[src/hdl/sgpl_pkg.sv]
// Shared types and constants for the smoothed gain peak limiter.
package sgpl_pkg;

  localparam int SAMPLE_BITS_DEF = 24;
  localparam int COEFF_BITS_DEF  = 24;

  localparam int GAIN_W    = 24;
  localparam int GAIN_FRAC = 20;
  localparam int LIM_FRAC  = 23;
  localparam int THR_W     = 23;
  localparam int QUOT_W    = 24;

  localparam logic [GAIN_W-1:0] TARGET_RESET  = 24'd1048576;
  localparam logic [63:0]       SMOOTH_RESET  = 64'd16752000;
  localparam logic [63:0]       RELEASE_RESET = 64'd16770000;
  localparam logic [THR_W-1:0]  THR_RESET     = 23'd8388607;
  localparam logic [GAIN_W-1:0] LIM_ONE       = 24'd8388608;

  localparam logic [1:0] REG_TARGET_GAIN   = 2'd0;
  localparam logic [1:0] REG_SMOOTH_COEFF  = 2'd1;
  localparam logic [1:0] REG_RELEASE_COEFF = 2'd2;
  localparam logic [1:0] REG_THRESHOLD     = 2'd3;

  typedef enum logic [3:0] {
    ST_IDLE,
    ST_SMOOTH,
    ST_SCALE,
    ST_PEAK,
    ST_CHECK,
    ST_DIV,
    ST_REL,
    ST_APPLY,
    ST_PACK
  } state_t;

  typedef struct packed {
    logic load;
    logic scale;
    logic apply;
  } lane_ctrl_t;

  typedef struct packed {
    logic done;
    logic big;
  } div_stat_t;

endpackage

[src/hdl/sgpl_lane.sv]
// One channel lane: magnitude split, gain scaling, limiter multiply and saturation.
module sgpl_lane #(
  parameter int SAMPLE_BITS = sgpl_pkg::SAMPLE_BITS_DEF
) (
  input  logic                              clk,
  input  sgpl_pkg::lane_ctrl_t              ctrl,
  input  logic signed [SAMPLE_BITS-1:0]     sample,
  input  logic [sgpl_pkg::GAIN_W-1:0]       gain,
  input  logic [sgpl_pkg::GAIN_W-1:0]       lim_gain,
  output logic [SAMPLE_BITS+3:0]            smag,
  output logic signed [SAMPLE_BITS-1:0]     result
);

  localparam int SmagW  = SAMPLE_BITS + 4;
  localparam int OmagW  = SAMPLE_BITS + 5;
  localparam int ProdW  = SAMPLE_BITS + sgpl_pkg::GAIN_W;
  localparam int OProdW = SmagW + sgpl_pkg::GAIN_W;
  localparam logic [ProdW-1:0]  ScaleRnd = ProdW'(1) << (sgpl_pkg::GAIN_FRAC - 1);
  localparam logic [OProdW-1:0] LimRnd   = OProdW'(1) << (sgpl_pkg::LIM_FRAC - 1);
  localparam logic [OmagW-1:0]  NegLim   = OmagW'(1) << (SAMPLE_BITS - 1);
  localparam logic [OmagW-1:0]  PosLim   = NegLim - OmagW'(1);

  logic                   neg_r;
  logic [SAMPLE_BITS-1:0] mag_r;
  logic [SmagW-1:0]       smag_r;
  logic [OmagW-1:0]       omag_r;

  logic [SAMPLE_BITS-1:0] raw;
  logic [SAMPLE_BITS-1:0] mag_nxt;
  logic [ProdW-1:0]       sprod;
  logic [OProdW-1:0]      oprod;

  assign raw     = sample;
  assign mag_nxt = raw[SAMPLE_BITS-1] ? (~raw + 1'b1) : raw;
  assign sprod   = ProdW'(mag_r) * ProdW'(gain) + ScaleRnd;
  assign oprod   = OProdW'(smag_r) * OProdW'(lim_gain) + LimRnd;

  always_ff @(posedge clk) begin
    if (ctrl.load) begin
      neg_r <= raw[SAMPLE_BITS-1];
      mag_r <= mag_nxt;
    end
    if (ctrl.scale) begin
      smag_r <= sprod[ProdW-1:sgpl_pkg::GAIN_FRAC];
    end
    if (ctrl.apply) begin
      omag_r <= oprod[OProdW-1:sgpl_pkg::LIM_FRAC];
    end
  end

  assign smag = smag_r;

  always_comb begin
    if (neg_r) begin
      if (omag_r > NegLim) begin
        result = NegLim[SAMPLE_BITS-1:0];
      end else begin
        result = ~omag_r[SAMPLE_BITS-1:0] + 1'b1;
      end
    end else begin
      if (omag_r > PosLim) begin
        result = PosLim[SAMPLE_BITS-1:0];
      end else begin
        result = omag_r[SAMPLE_BITS-1:0];
      end
    end
  end

endmodule

[config.mk]
export PLATFORM = sky130hd
export DESIGN_NAME = sgpl_lane
export DESIGN_NICKNAME = d
export VERILOG_FILES = /design/src/hdl/sgpl_pkg.sv /design/src/hdl/sgpl_lane.sv
export SDC_FILE = /design/constraint.sdc
export NUM_CORES = 2
export LEC_CHECK = 0
export BUFFER_PORTS_ARGS = -buffer_cell sky130_fd_sc_hd__clkbuf_2
export CAP_MARGIN = 20
export CORE_ASPECT_RATIO = 1.4
export CORE_UTILIZATION = 60
export CTS_BUF_LIST = sky130_fd_sc_hd__clkbuf_4
export DETAILED_ROUTE_END_ITERATION = 8
export MAX_ROUTING_LAYER = met4
export PLACE_DENSITY = 0.77
export SETUP_SLACK_MARGIN = 0.1
export SLEW_MARGIN = 10
export SYNTH_ARGS = -nofsm -noshare
export SYNTH_HDL_FRONTEND = slang
export SYNTH_SLANG_ARGS = --single-unit
export TNS_END_PERCENT = 100
[constraint.sdc]
create_clock -name clk -period 8.73 [get_ports clk]
set_input_delay 0.873 -clock clk [delete_from_list [all_inputs] [get_ports clk]]
set_output_delay 0.873 -clock clk [all_outputs]
set_load 0.005 [all_outputs]
==> results_dict.tcl <==
set metrics [dict create \
    post-route-min-period_ns 8.051 \
    gp_congestion 1.011 \
    synth_compound_area_share_pct 4.059 \
    drc 0 \
    min_path_type "in -> reg" \
    synthFlopType "edfxtp_1" \
    antenna_left 0 \
    synth.mux.area_fraction_pct 0 \
    start_util_pct 60.83 \
    numCtsBuffers 9 \
    crit_start "smag[8]$_DFFE_PP_" \
    synth-edff-count 82 \
    io_pins 128 \
    cp-start-kind "flop" \
    cts_max_path_buffers 2 \
    cp_top_family "adder cells" \
    synth_cell_types 68 \
    first_global_vias 36250 \
    rsz0062_at_grt "no" \
    async_flop_share_pct 0 \
    ctsResizeCount 0 \
    die_h_um 321.0 \
    clock_sinks 82 \
    grtUsageTotal_pct 34.78 \
    finClkSkew_ns 0.03444 \
    cts-root-buf "clkbuf_4" \
    slew_viol_final 0 \
    crit_type "reg -> reg" \
    grt_overflow 0 \
    crit_arrival_ns 8.41 \
    die_w_um 229.9 \
    fmax_ghz 0.1242 \
    finalWirelength_um 118500 \
    seq_area_frac_synth_pct 5.646 \
    worst_r2r_path_depth 23 \
    path_cells "buf_4, and2_1, fa_1, inv_1, fa_1, inv_1, fa_1, fa_1, fa_1, fa_1, inv_1, fa_1, inv_1, ha_1, a21oi_1, o21ai_0, a2111oi_0, o21ai_1, a211oi_1, o21ai_1, or2_1, a221oi_1, xnor2_1" \
    fin_crit_sh_pct 92.22 \
    dieArea_um2 73790 \
    post_cts_buffers 0 \
    worst_pin_slew_ns 1.154 \
    drtIter0Drc 2089 \
    rows 116 \
    cp_num_cells 23 \
    fin_setup_tns_ns 0 \
    avgViaCountPerCell 5.675 \
    nets 6258 \
    first_pass_iters 6 \
    crit_top_cell "fa_1" \
    avgSynthCellArea_um2 9.174 \
    ctsHoldBuffers 0 \
    status "finished, final reports clean" \
    yosysWarnings 0 \
    maxCapViolCount 0 \
    setup_viol 0 \
    synth_area_um2 43610 \
    path_max_fanout 17 \
    path_clk_slew_ns 0.16 \
    crit_buf_inv 5 \
    antenna_found_initial 2 \
    h-tree-depth 3 \
    synthesis.nets 6271 \
    routed-via-count 32300 \
    endpoint_kind "flop" \
    r2r_end "omag_r[15]$_DFFE_PP_" \
    slew-limit-headroom_pct 23.05 \
    crit_end "omag_r[15]$_DFFE_PP_" \
    yosys.area_share.simple_pct 17.13 \
    slowest_delay_ns 0.82 \
    cp.required_ns 9.09 \
    r2r-start "smag[8]$_DFFE_PP_" \
    syn_to_final_growth_pct 3.899 \
    fp.coreArea_um2 71700 \
    drive_above_1_share_pct 5.078 \
    synth-xor-area-share_pct 1.647 \
    port_buffers 127 \
    clock_latency_ns 0.59 \
    critPathSlowestCell "edfxtp_1" \
    cts_tree "built" \
    grt_pass1_wl_um 190100 \
    syn_inst 4754 \
    hold_viol 0 \
    wl_per_cell_um 20.81 \
    synthAdderAreaFrac_pct 59.45 \
    post-dp-hpwl_um 98480 \
    grt_max_degree 30 \
    synth_top_family_by_area "adder cells" \
    reg2reg_slack_ns 0.68 \
    ys_ff_latch 82 \
]
state kept, by name, summed over array words and instances (netlist names):
name	count
smag	28
neg_r	1
omag_r	29
mag_r	24
Yosys cell counts (3+ instances only):
| library cell | number | share of area, % |
|---|---|---|
| clkbuf_1 | 225 | 1.9 |
| xor2_1 | 23 | 0.46 |
| nor3_1 | 14 | 0.16 |
| a31oi_1 | 9 | 0.13 |
| nor4_1 | 9 | 0.13 |
| or2_2 | 4 | 0.057 |
| a211oi_1 | 9 | 0.15 |
| a2bb2oi_1 | 3 | 0.060 |
| o41ai_1 | 5 | 0.10 |
| o31ai_1 | 9 | 0.15 |
| edfxtp_1 | 82 | 5.6 |
| and4_1 | 4 | 0.080 |
| ha_1 | 389 | 11 |
| or3_1 | 10 | 0.14 |
| nand2b_1 | 7 | 0.10 |
| or4_1 | 5 | 0.086 |
| a221oi_1 | 5 | 0.10 |
| nand4b_1 | 4 | 0.080 |
| nor2b_1 | 9 | 0.13 |
| fa_1 | 1052 | 48 |
| a21oi_1 | 76 | 0.87 |
| o311ai_0 | 12 | 0.24 |
| o211ai_1 | 4 | 0.069 |
| o21a_1 | 5 | 0.086 |
| and2_1 | 629 | 9.0 |
| a21o_1 | 42 | 0.72 |
| o21bai_1 | 6 | 0.10 |
| buf_1 | 9 | 0.077 |
| and3_1 | 12 | 0.17 |
| nor2_1 | 39 | 0.34 |
| nand3_1 | 22 | 0.25 |
| xnor2_1 | 59 | 1.2 |
| o21ai_0 | 57 | 0.65 |
| nand4_1 | 19 | 0.27 |
| inv_1 | 1167 | 10 |
| nand2_1 | 677 | 5.8 |
stage by stage:
step	worst slack [ns]	std cells	hold slack (ns)	cell area, um^2	utilization, %
finish	0.6794	5692	0.5095	45310	63.20
global route	0.4018	5692	0.4796	45310	63.20
CTS	0.8227	5690	0.4529	45310	63.19
detailed placement	0.3538	5674	1.089	45170	63.01
global placement	0.5096	5674	1.087	45170	63.01
floorplan	1.058	4754	0.9719	43610	-
worst register-to-register path: stages, from the launching register on:
cell	delay (ns)
edfxtp_1	0.82
buf_4	0.39
and2_1	0.18
fa_1	0.41
inv_1	0.13
fa_1	0.44
inv_1	0.09
fa_1	0.44
fa_1	0.51
fa_1	0.44
fa_1	0.68
inv_1	0.09
fa_1	0.36
inv_1	0.06
ha_1	0.30
a21oi_1	0.33
o21ai_0	0.19
a2111oi_0	0.42
o21ai_1	0.19
a211oi_1	0.48
o21ai_1	0.21
or2_1	0.29
a221oi_1	0.30
xnor2_1	0.09
how the worst min path moves through the flow:
stage | start | to | slack [ns] | depth (start not counted)
6_report | sample[0] | mag_r[0]$_DFFE_PP_ | 0.51 | 1
3_5_place_dp | sample[0] | mag_r[0]$_DFFE_PP_ | 1.09 | 1
2_1_floorplan | sample[0] | mag_r[0]$_DFFE_PP_ | 0.97 | 0
5_1_grt | sample[0] | mag_r[0]$_DFFE_PP_ | 0.48 | 1
3_3_place_gp | sample[0] | mag_r[0]$_DFFE_PP_ | 1.09 | 1
4_1_cts | sample[0] | mag_r[0]$_DFFE_PP_ | 0.45 | 1
logic make-up (layout without fill, tap and decap cells):
logic type,Yosys count,in the layout
adder cells (fa/ha/maj),1441,1441
XOR/XNOR,82,82
buffers and inverters,1402,1394
other,0,2
flip-flops,82,82
AND/OR/NAND/NOR,1476,1476
AO/OA/AOI/OAI,271,271
layout by cell type, fill, tap and decap left out, types with 23 or more instances in the layout:
cell type / count
fa_1: 1052
nand2_1: 677
buf_4: 83
xnor2_1: 59
inv_1: 1167
nor2_1: 39
edfxtp_1: 82
and2_1: 629
a21oi_1: 76
xor2_1: 23
clkbuf_2: 127
a21o_1: 42
ha_1: 389
o21ai_0: 57
metal layers:
layer	vias up	GRT usage [%]	part of all wire (%)
met1	16480	35.22	33
met4	0	23.64	8.3
met3	528	5.691	6.5
met5	-	-	0
met2	1393	61.32	53
li1	13910	-	-
layout make-up:
cell class | count | area, um^2
antenna | 2 | 5.005
clock buffer | 9 | 67.56
clock inverter | 7 | 66.31
fill | 6033 | 26390
inverter | 1168 | 4384
multi-input combinational | 3270 | 35890
sequential | 82 | 2462
tap | 944 | 1181
timing repair buffer | 210 | 1259
Power is left out: the tool's default activity adds up to more than one toggle a clock period on the data nets, which glitch-free logic cannot reach.
