[src/hdl/sgpl_pkg.sv]
// Shared types and constants for the smoothed gain peak limiter.
package sgpl_pkg;

  localparam int SAMPLE_BITS_DEF = 24;
  localparam int COEFF_BITS_DEF  = 24;

  localparam int GAIN_W    = 24;
  localparam int GAIN_FRAC = 20;
  localparam int LIM_FRAC  = 23;
  localparam int THR_W     = 23;
  localparam int QUOT_W    = 24;

  localparam logic [GAIN_W-1:0] TARGET_RESET  = 24'd1048576;
  localparam logic [63:0]       SMOOTH_RESET  = 64'd16752000;
  localparam logic [63:0]       RELEASE_RESET = 64'd16770000;
  localparam logic [THR_W-1:0]  THR_RESET     = 23'd8388607;
  localparam logic [GAIN_W-1:0] LIM_ONE       = 24'd8388608;

  localparam logic [1:0] REG_TARGET_GAIN   = 2'd0;
  localparam logic [1:0] REG_SMOOTH_COEFF  = 2'd1;
  localparam logic [1:0] REG_RELEASE_COEFF = 2'd2;
  localparam logic [1:0] REG_THRESHOLD     = 2'd3;

  typedef enum logic [3:0] {
    ST_IDLE,
    ST_SMOOTH,
    ST_SCALE,
    ST_PEAK,
    ST_CHECK,
    ST_DIV,
    ST_REL,
    ST_APPLY,
    ST_PACK
  } state_t;

  typedef struct packed {
    logic load;
    logic scale;
    logic apply;
  } lane_ctrl_t;

  typedef struct packed {
    logic done;
    logic big;
  } div_stat_t;

endpackage

[src/hdl/sgpl_div.sv]
// Radix-2 restoring divider for threshold over peak, with quotient overflow check.
module sgpl_div #(
  parameter int SAMPLE_BITS = sgpl_pkg::SAMPLE_BITS_DEF
) (
  input  logic                            clk,
  input  logic                            rst_n,
  input  logic                            start,
  input  logic [sgpl_pkg::THR_W-1:0]      thr,
  input  logic [SAMPLE_BITS+3:0]          divisor,
  output sgpl_pkg::div_stat_t             stat,
  output logic [sgpl_pkg::QUOT_W-1:0]     quot
);

  localparam int DW   = SAMPLE_BITS + 4;
  localparam int QW   = sgpl_pkg::QUOT_W;
  localparam int NW   = sgpl_pkg::THR_W + SAMPLE_BITS - 1;
  localparam int CntW = $clog2(QW);

  logic            busy_r;
  logic            done_r;
  logic            big_r;
  logic [CntW-1:0] cnt_r;
  logic [DW-1:0]   rem_r;
  logic [QW-1:0]   lo_r;
  logic [QW-1:0]   q_r;

  logic [NW-1:0]   num;
  logic [DW-1:0]   hi;
  logic [DW:0]     shifted;
  logic            fits;

  assign num     = {thr, {(SAMPLE_BITS - 1){1'b0}}};
  assign hi      = DW'(num[NW-1:QW]);
  assign shifted = {rem_r, lo_r[QW-1]};
  assign fits    = shifted >= {1'b0, divisor};

  always_ff @(posedge clk) begin
    if (!rst_n) begin
      busy_r <= 1'b0;
      done_r <= 1'b0;
    end else begin
      done_r <= 1'b0;
      if (start) begin
        if (hi >= divisor) begin
          done_r <= 1'b1;
        end else begin
          busy_r <= 1'b1;
        end
      end else if (busy_r && cnt_r == CntW'(QW - 1)) begin
        busy_r <= 1'b0;
        done_r <= 1'b1;
      end
    end
  end

  always_ff @(posedge clk) begin
    if (start) begin
      big_r <= hi >= divisor;
      rem_r <= hi;
      lo_r  <= num[QW-1:0];
      cnt_r <= '0;
    end else if (busy_r) begin
      rem_r <= fits ? DW'(shifted - {1'b0, divisor}) : shifted[DW-1:0];
      lo_r  <= {lo_r[QW-2:0], 1'b0};
      q_r   <= {q_r[QW-2:0], fits};
      cnt_r <= cnt_r + 1'b1;
    end
  end

  assign stat.done = done_r;
  assign stat.big  = big_r;
  assign quot      = q_r;

endmodule

[config.mk]
export PLATFORM = sky130hd
export DESIGN_NAME = sgpl_div
export DESIGN_NICKNAME = d
export VERILOG_FILES = /design/src/hdl/sgpl_pkg.sv /design/src/hdl/sgpl_div.sv
export SDC_FILE = /design/constraint.sdc
export NUM_CORES = 1
export LEC_CHECK = 0
export ABC_AREA = 1
export BUFFER_PORTS_ARGS = -buffer_cell sky130_fd_sc_hd__buf_4
export CORE_MARGIN = 2
export CORE_UTILIZATION = 40
export CTS_CLUSTER_SIZE = 40
export DETAILED_ROUTE_END_ITERATION = 8
export MAX_ROUTING_LAYER = met4
export PLACE_DENSITY = 0.7
export SKIP_LAST_GASP = 1
export SLEW_MARGIN = 10
export SYNTH_ARGS = -nofsm -noshare
export SYNTH_HDL_FRONTEND = slang
export SYNTH_SLANG_ARGS = --single-unit
export TNS_END_PERCENT = 20
[constraint.sdc]
create_clock -name clk -period 2.5 [get_ports clk]
set_input_delay 0.5 -clock clk [delete_from_list [all_inputs] [get_ports clk]]
set_output_delay 0.5 -clock clk [all_outputs]
set_load 0.01 [all_outputs]
==> results of run 1 <==
==> power breakdown <==
part	switching [µW]	internal [µW]	total [µW]
registers	42.7	1180	1230
clock network	438	797	1240
logic	730	545	1270
total	1210	2530	3740
==> state kept, by name, indices dropped and copies added (netlist names) <==
name and flops:
quot 24, cnt_r 5, lo_r 1, rem_r 28, big_r 1, busy_r 1, done_r 1
==> repair_timing <==
| action | CTS | global route |
|---|---|---|
| buffers inserted | 0 | 1 |
| hold buffers | 0 | 0 |
| endpoints found under the setup margin | 0 | 3 |
| gates resized for setup | 0 | 1 |
==> per-layer routing <==
| metal | up-vias | share of wire (%) | wire [µm] |
|---|---|---|---|
| met3 | 18 | 6.2 | 824 |
| met1 | 2181 | 48 | 6360 |
| met5 | - | 0 | 0 |
| li1 | 2735 | - | - |
| met4 | 0 | 1.9 | 252 |
| met2 | 135 | 44 | 5950 |
==> kinds of logic after synthesis <==
group | share of synthesized area [%]
xor+xnor | 2.19
buf+inv | 10.7
flops | 32.7
simple gates | 36.3
fa+ha+maj | 12.6
compound gates | 5.46
==> cell type report <==
class | instances | area (µm²)
Clock inverter | 4 | 47.5
Timing Repair Buffer | 130 | 1000
Inverter | 127 | 477
Sequential cell | 61 | 1700
Multi-Input combinational cell | 584 | 2950
Clock buffer | 12 | 246
Tap cell | 172 | 215
Fill cell | 1288 | 6030
==> path summary, 6_finish.rpt <==
check                 start  cells after the start   endpoint
hold / removal        rst_n                      3     busy_r
hold reg to reg     quot[5]                      0    quot[6]
setup / recovery  rem_r[15]                     12  rem_r[20]
setup reg to reg  rem_r[15]                     12  rem_r[20]
==> Yosys cell counts (all sizes together) (4+ instances only) <==
master  count
inv       126
edfxtp     48
nand2     284
xnor2      10
ha         51
nand3      39
nor3        9
o21ai      17
dfxtp      13
nor2      105
a21oi      34
clkbuf      4
nand4      14
or2         5
buf         9
==> layout by cell type, fill, tap and decap left out, types with 8 or more instances in the layout <==
cell type / instances
nand2_1: 284
buf_4: 128
nand3_1: 38
xnor2_1: 10
dfxtp_1: 13
o21ai_0: 16
nor2_1: 101
nor3_1: 8
inv_1: 126
ha_1: 51
a21oi_1: 34
clkbuf_16: 9
edfxtp_1: 48
nand4_1: 14
==> worst min-delay path: stages <==
cell     delay [ns]
buf_4          0.08
inv_1          0.04
a21oi_1        0.10
==> metrics by stage <==
stage | hold slack [ns] | worst slack, ns | cell area [µm²]
global route | 0.436 | -0.00885 | 6640
global placement | 0.431 | -0.110 | 6340
detailed placement | 0.435 | -0.106 | 6340
CTS | 0.408 | 0.137 | 6630
finish | 0.418 | 0.128 | 6640
floorplan | 0.440 | 0.184 | 5210
==> impl_metrics.json, run 1 <==
{
  "status": "complete, no violations",
  "grt_first_pass_wirelength_um": 22400,
  "ioPinCount": 80,
  "fin_nets": 1019,
  "drive_above_1_share_pct": 16.8,
  "skew_ns": 0.00481,
  "synth.avg_cell_area_um2": 6.63,
  "maxCapViolCount": 0,
  "cts_buffer_depth": 2,
  "async_reset_ff_share_pct": 0,
  "dieArea_um2": 13900,
  "first_pass_iters": 5,
  "ys_types": 34,
  "timing.critical_path.buf_inv": 2,
  "min_path_type": "in -> reg",
  "drt_iter0_drc": 317,
  "io_buffers": 79,
  "die_w_um": 118,
  "wirelength_um": 13400,
  "cts-root-buf": "clkbuf_16",
  "tightest_slew_ns": 0.519,
  "worst_ep_required_time_ns": 2.59,
  "worstPathCellList": "ha_1, nand2_1, buf_4, nor2_1, nand2_1, nor2_1, nand2_1, nand3_2, buf_4, nand3_1, nand2_1, nand2_1",
  "post-place-cells": 1073,
  "synth-seq-cells": 61,
  "synth_top_area_cell": "edfxtp_1",
  "clk_pin_slew_ns": 0.05,
  "final_cells": 1090,
  "antenna_found_initial": 0,
  "rsz0062_at_grt": "yes",
  "synthCells": 785,
  "diodes": 0,
  "overflow": 0,
  "ys_top_cells_by_area": "edfxtp_1 (28%), nand2_1 (20%), ha_1 (12%)",
  "vias": 5069,
  "top_usage_layer": "met2",
  "finalCritPeriodShare_pct": 94.9,
  "avgRoutedWirePerCell_um": 12.3,
  "worst_ep_arrival_time_ns": 2.46,
  "crit_path_start_kind": "flip-flop",
  "crit_path_end_kind": "flip-flop",
  "fin_crit_ns": 2.37,
  "htree_num_levels": 3,
  "ys_dominant_reg_cell": "edfxtp_1",
  "critPathMaxFanout": 12,
  "area_delta_synth_final_pct": 27.6,
  "max-vdd-ir-drop_v": 0.000280,
  "track_usage_pct": 20.6,
  "grt_max_degree": 50,
  "avgViaCountPerCell": 4.65,
  "relSlewSlack_pct": 65.4,
  "r2r_setup_slack_ns": 0.13,
  "crit_top_cell": "nand2_1",
  "cts_tree": "built",
  "coreArea_um2": 12700,
  "crit_type": "reg -> reg",
  "syn_nets": 891,
  "leakage_uw": 0.00349,
  "die_h_um": 118,
  "route.detailed.drc": 0,
  "critPathMaxStageDelay_ns": 0.39,
  "cts_made_buffers": 9,
  "hold_viol_final": 0,
  "ys_seq_area_share_pct": 32.7,
  "grtUsageMet2_pct": 31.1,
  "clkLatencyLatePin_ns": 0.33,
  "crit_family": "simple AND/OR/NAND/NOR gates",
  "grt_use_met1_pct": 27.7,
  "grt_pass1_vias": 4665,
  "dp_hpwl_um": 10700,
  "power_uw": 3740,
  "start_util_pct": 41.1,
  "setup_tns_ns": 0,
  "finish.utilization_pct": 52.4,
  "ant_nets": 0,
  "gp_congestion": 1.03,
  "rows": 41,
  "slew_violations": 0,
  "synth_warnings": 0,
  "max_freq_mhz": 422,
  "grt_use_met3_pct": 3.73,
  "clock_sinks": 61,
  "synth_area_um2": 5210,
  "setup_viol": 0,
  "synth_edf_count": 48,
  "p_per_area_nw_per_um2": 563,
  "synth_top_area_share_pct": 27.7,
  "slowest_stage": "edfxtp_1"
}
Note: power is estimated with default switching activity, not from simulation.
==> run 2: changes to the inputs <==
==> constraint.sdc (replaced) <==
create_clock -name clk -period 2.5 [get_ports clk]
set_input_delay 0.125 -clock clk [delete_from_list [all_inputs] [get_ports clk]]
set_output_delay 0.125 -clock clk [all_outputs]
set_load 0.01 [all_outputs]
==> run 2 against run 1 <==
Effect of this change: combinational power decreased by 11%; clock skew increased by 0.0038 ns; setup slack improved by 0.051 ns; clock power about the same; critical endpoint is now rem_r[14]; largest cell class unchanged; sequential power about the same; highest routed layer unchanged.
==> impl_metrics.json, run 2 (synthesis gave the netlist of run 1 again) <==
{
  "grt_use_met3_pct": 3.59,
  "drive_above_1_share_pct": 12.9,
  "avgViaCountPerCell": 4.76,
  "grt_pass1_vias": 4766,
  "hold_viol_final": 0,
  "layout_common_cells": "nand2_1 (284), inv_1 (126), nor2_1 (101), buf_4 (85), ha_1 (50)",
  "hold-path-cell-count": 3,
  "maxCapViolCount": 0,
  "crit_type": "reg -> reg",
  "avgRoutedWirePerCell_um": 12.6,
  "p_sw_share_pct": 33.4,
  "max_freq_mhz": 431,
  "top_register": "rem_r",
  "antenna_found_initial": 0,
  "track_usage_pct": 20.3,
  "io_buffers": 79,
  "leakage_uw": 0.00328,
  "first_pass_iters": 5,
  "grt_use_met1_pct": 26.8,
  "overflow": 0,
  "dieArea_um2": 13900,
  "clock_power_share_pct": 34.3,
  "die_w_um": 118,
  "slew_violations": 0,
  "wirelength_um": 13200,
  "max-vdd-ir-drop_v": 0.000355,
  "tightest_slew_ns": 0.608,
  "min_path_type": "in -> reg",
  "largest_register_ffs": 28,
  "clk_pin_slew_ns": 0.06,
  "top_usage_layer": "met2",
  "htree_num_levels": 3,
  "worst_ep_arrival_time_ns": 2.42,
  "finish.utilization_pct": 49.8,
  "ant_nets": 0,
  "cts_hold_buf": 0,
  "diodes": 0,
  "die_h_um": 118,
  "rsz0062_at_grt": "yes",
  "worst_ep_required_time_ns": 2.60,
  "dpl_cell_area_um2": 6020,
  "p_comb_share_pct": 31.6,
  "skew_ns": 0.00857,
  "rows": 41,
  "p_int_uw": 2390,
  "cts-root-buf": "clkbuf_16",
  "setup_slack_ns": 0.179,
  "ioPinCount": 80,
  "start_util_pct": 41.1,
  "clock_sinks": 61,
  "status": "complete, no violations",
  "grtUsageMet2_pct": 31.2,
  "cts_tree": "built",
  "cts_buffer_depth": 2,
  "route.detailed.drc": 0,
  "fin_nets": 976,
  "relSlewSlack_pct": 59.3,
  "rr_worst_depth": 12,
  "switchingPower_uw": 1200,
  "dp_slack_ns": 0.172,
  "grt_first_pass_wirelength_um": 22200,
  "area_delta_synth_final_pct": 21.3,
  "grt_max_degree": 50,
  "crit_path_start_kind": "flip-flop",
  "critPathMaxFanout": 3,
  "vias": 4980,
  "gp_congestion": 0.943,
  "drt_iter0_drc": 340,
  "crit_path_end_kind": "flip-flop",
  "power_uw": 3590,
  "cts_made_buffers": 9,
  "dp_hpwl_um": 10600,
  "p_per_area_nw_per_um2": 568,
  "coreArea_um2": 12700,
  "layout_commonest_cell": "nand2_1",
  "fin_crit_ns": 2.32,
  "finish.instance_area_um2": 6320,
  "pwr-share-seq_pct": 34.1,
  "setup_viol": 0,
  "clkLatencyLatePin_ns": 0.34,
  "setup_tns_ns": 0,
  "finalCritPeriodShare_pct": 92.8
}
==> run 2: changes by cell type in the layout (fill, tap and decap cells not counted) <==
cell and delta:
buf_4 -43, nor3_2 -1, clkbuf_8 -1, ha_2 +1, clkinv_1 -1, clkbuf_1 -1
clkinv_2 +1, inv_6 -1, clkinv_4 +1, clkinvlp_4 +2, ha_1 -1, nor3_1 +1
==> run 2: worst paths after layout <==
| kind | start | endpoint | slack [ns] |
|---|---|---|---|
| max | lo_r[23] | rem_r[14] | 0.18 |
| min | rst_n | busy_r | 0.04 |
| max reg2reg | lo_r[23] | rem_r[14] | 0.18 |
| min reg2reg | quot[15] | quot[16] | 0.45 |
==> run 2: timing repair <==
item / CTS / global route
endpoints found under the setup margin: 0 / 12
buffers inserted: 0 / 0
resized for setup: 0 / 1
endpoints found under the hold margin: 0 / 0
==> run 2: stage by stage <==
| stage | cells | hold slack, ns |
|---|---|---|
| after floorplan | 785 | 0.237 |
| after global placement | 1031 | 0.374 |
| final | 1047 | 0.0356 |
| after detailed placement | 1031 | 0.382 |
| after global routing | 1047 | 0.0655 |
| after CTS | 1047 | 0.0300 |
==> run 2: worst max-delay path, cell delays in order (launching register included) <==
cell and delay, ns:
edfxtp_1 0.34, inv_1 0.05, ha_1 0.21, fa_1 0.44
nor2_1 0.18, nor2_1 0.09, o21ai_0 0.23, nand3_1 0.10
nand2_1 0.13, xnor2_1 0.13, nand2_1 0.06, nand2_1 0.06
nand2_1 0.05
==> run 2: area by class of cell <==
class | instances | area (µm²)
Fill cell | 1310 | 6350
Multi-Input combinational cell | 584 | 2950
Sequential cell | 61 | 1700
Timing Repair Buffer | 87 | 678
Inverter | 127 | 477
Clock buffer | 10 | 229
Tap cell | 172 | 215
Clock inverter | 6 | 63.8
==> run 2: metal layers <==
| layer | share of wire [%] | wire length [µm] |
|---|---|---|
| met5 | 0 | 0 |
| met4 | 2.2 | 295 |
| met2 | 45 | 5890 |
| met3 | 5.6 | 736 |
| met1 | 47 | 6250 |
==> run 2: power by group through the flow <==
stage / Clock [µW] / Combinational, µW / Sequential [µW]
floorplan: 0 / 799 / 1240
finish: 1230 / 1130 / 1230
CTS: 1260 / 1130 / 1230
detailed placement: 0 / 1130 / 1250
global placement: 0 / 1120 / 1250
global route: 1290 / 1300 / 1240
==> run 3: changes to the inputs <==
--- a/config.mk
+++ b/config.mk
@@ -7,7 +7,6 @@
 export LEC_CHECK = 0
 export ABC_AREA = 1
 export BUFFER_PORTS_ARGS = -buffer_cell sky130_fd_sc_hd__buf_4
-export CORE_MARGIN = 2
 export CORE_UTILIZATION = 40
 export CTS_CLUSTER_SIZE = 40
 export DETAILED_ROUTE_END_ITERATION = 8
==> run 3 against run 2 <==
Effect of this change: register-to-register slack better by 0.02 ns; hold slack improved by 0.0069 ns; total power grew 1.4%; cell count barely moved; first-iteration DRC count decreased by 12%; via count down 0.54%; critical path depth decreased by 1; core utilization increased by 0.53 points; combinational power rose by 4%; sequential power hardly changed; wire length is 1.7% higher; global-route usage is 1.6 points higher.
==> impl_metrics.json, run 3 (synthesis gave the netlist of run 1 again) <==
{
  "status": "complete, no violations",
  "antenna_found_initial": 0,
  "finish.utilization_pct": 50.4,
  "drt_iter0_drc": 298,
  "start_util_pct": 41.1,
  "slew_violations": 0,
  "worst_ep_required_time_ns": 2.58,
  "max-vdd-ir-drop_v": 0.000381,
  "fin_nets": 975,
  "worst_ep_arrival_time_ns": 2.38,
  "clock_power_share_pct": 34.1,
  "rr_worst_depth": 11,
  "post-place-cells": 1030,
  "rows": 41,
  "die_w_um": 116,
  "avgViaCountPerCell": 4.74,
  "p_comb_share_pct": 32.1,
  "clkLatencyLatePin_ns": 0.34,
  "ioPinCount": 80,
  "final_cells": 1046,
  "rsz0062_at_grt": "no",
  "ant_nets": 0,
  "crit_path_start_kind": "flip-flop",
  "switchingPower_uw": 1230,
  "n_fill_cell": 1302,
  "skew_ns": 0.0104,
  "finalCritPeriodShare_pct": 92.0,
  "crit_path_end_kind": "flip-flop",
  "grt_pass1_vias": 4651,
  "diodes": 0,
  "htree_num_levels": 3,
  "cts-root-buf": "clkbuf_16",
  "p_int_uw": 2410,
  "layout_common_cells": "nand2_1 (284), inv_1 (126), nor2_1 (101), buf_4 (85), edfxtp_1 (48)",
  "dieArea_um2": 13500,
  "clk_pin_slew_ns": 0.06,
  "min_path_type": "in -> reg",
  "fin_crit_ns": 2.30,
  "gp_congestion": 0.936,
  "die_h_um": 116,
  "io_buffers": 79,
  "crit_type": "reg -> reg",
  "track_usage_pct": 21.9,
  "setup_viol": 0,
  "grt_max_degree": 50,
  "p_sw_share_pct": 33.7,
  "maxCapViolCount": 0,
  "critPathMaxFanout": 37,
  "wirelength_um": 13400,
  "relSlewSlack_pct": 62.3,
  "route.detailed.drc": 0,
  "leakage_uw": 0.00327,
  "p_per_area_nw_per_um2": 570,
  "min-delay-start": "rst_n",
  "cts_made_buffers": 9,
  "hold-path-cell-count": 3,
  "max_freq_mhz": 435,
  "r2r_setup_slack_ns": 0.20,
  "coreArea_um2": 12700,
  "overflow": 0,
  "top_register": "rem_r",
  "register_area_um2": 1700,
  "r2r_start": "rem_r[15]",
  "pwr-share-seq_pct": 33.8,
  "cts_setup_buffers": 0,
  "dp_hpwl_um": 10500,
  "first_pass_iters": 5,
  "layout_commonest_cell": "nand2_1",
  "hold_end": "done_r",
  "drive_above_1_share_pct": 13.6,
  "r2r_end": "rem_r[19]",
  "avgRoutedWirePerCell_um": 12.8,
  "setup_tns_ns": 0,
  "cts_tree": "built",
  "clock_sinks": 61,
  "vias": 4953,
  "hold_viol_final": 0,
  "tightest_slew_ns": 0.564,
  "grt_first_pass_wirelength_um": 21800,
  "area_delta_synth_final_pct": 22.6,
  "multi_input_area_um2": 3040,
  "largest_register_ffs": 28,
  "cts_buffer_depth": 2
}
==> run 3: cell types whose count changed in the layout (fill, tap and decap cells not counted) <==
cell	before	now
ha_4	0	7
ha_1	50	43
o21ai_1	1	2
buf_12	2	1
o21ai_0	16	15
==> run 3: critical path, cell delays in order (launching register included) <==
cell and delay [ns]:
edfxtp_1 0.40, ha_1 0.38, nand2_1 0.13, nor2_1 0.19
nand2_1 0.12, nor2_1 0.11, nand3_1 0.12, nand3_2 0.14
buf_12 0.20, nand3_1 0.10, nand2_1 0.07, nand2_1 0.08
==> run 3: what timing repair did <==
item,CTS,global route
endpoints found under the setup margin,0,18
hold endpoints to repair,0,0
gates resized for setup,0,10
hold buffers,0,0
==> run 3: through the flow <==
step / worst slack (ns) / hold slack (ns) / total power [µW] / cell area (µm²)
finish: 0.199 / 0.0425 / 3640 / 6380
global route: 0.00126 / 0.0544 / 3880 / 6380
CTS: 0.131 / 0.0191 / 3630 / 6290
detailed placement: 0.142 / 0.377 / 2370 / 6000
global placement: 0.111 / 0.369 / 2360 / 6000
floorplan: 0.337 / 0.237 / 2040 / 5210
==> run 3: area by class of cell <==
cell class / count / area share (%)
repair buffers: 86 / 10.3
multi-input cells: 584 / 47.6
clock buffers: 10 / 3.59
inverters: 127 / 7.47
flip-flops and latches: 61 / 26.7
well taps: 172 / 3.37
clock inverters: 6 / 1.00
==> run 3: worst max-delay path by stage <==
stage / startpoint / end / cells after the start
3_3_place_gp: rem_r[20] / rem_r[19] / 11
4_1_cts: rem_r[20] / rem_r[19] / 11
2_1_floorplan: lo_r[23] / rem_r[14] / 12
6_report: rem_r[15] / rem_r[19] / 11
5_1_grt: lo_r[23] / rem_r[14] / 12
3_5_place_dp: rem_r[20] / rem_r[19] / 11
==> run 3: power by group through the flow <==
stage | Combinational, µW | Sequential (µW) | Clock (µW)
floorplan | 799 | 1240 | 0
global placement | 1120 | 1240 | 0
detailed placement | 1120 | 1250 | 0
CTS | 1130 | 1220 | 1270
global route | 1330 | 1240 | 1300
finish | 1170 | 1230 | 1240
==> run 3: layer usage <==
| layer | up-vias | global-route usage (%) | wire, µm |
|---|---|---|---|
| li1 | 2651 | - | - |
| met1 | 2176 | 28.3 | 6440 |
| met2 | 109 | 34.4 | 6100 |
| met3 | 17 | 4.76 | 633 |
| met4 | 0 | 6.24 | 217 |
| met5 | - | - | 0 |
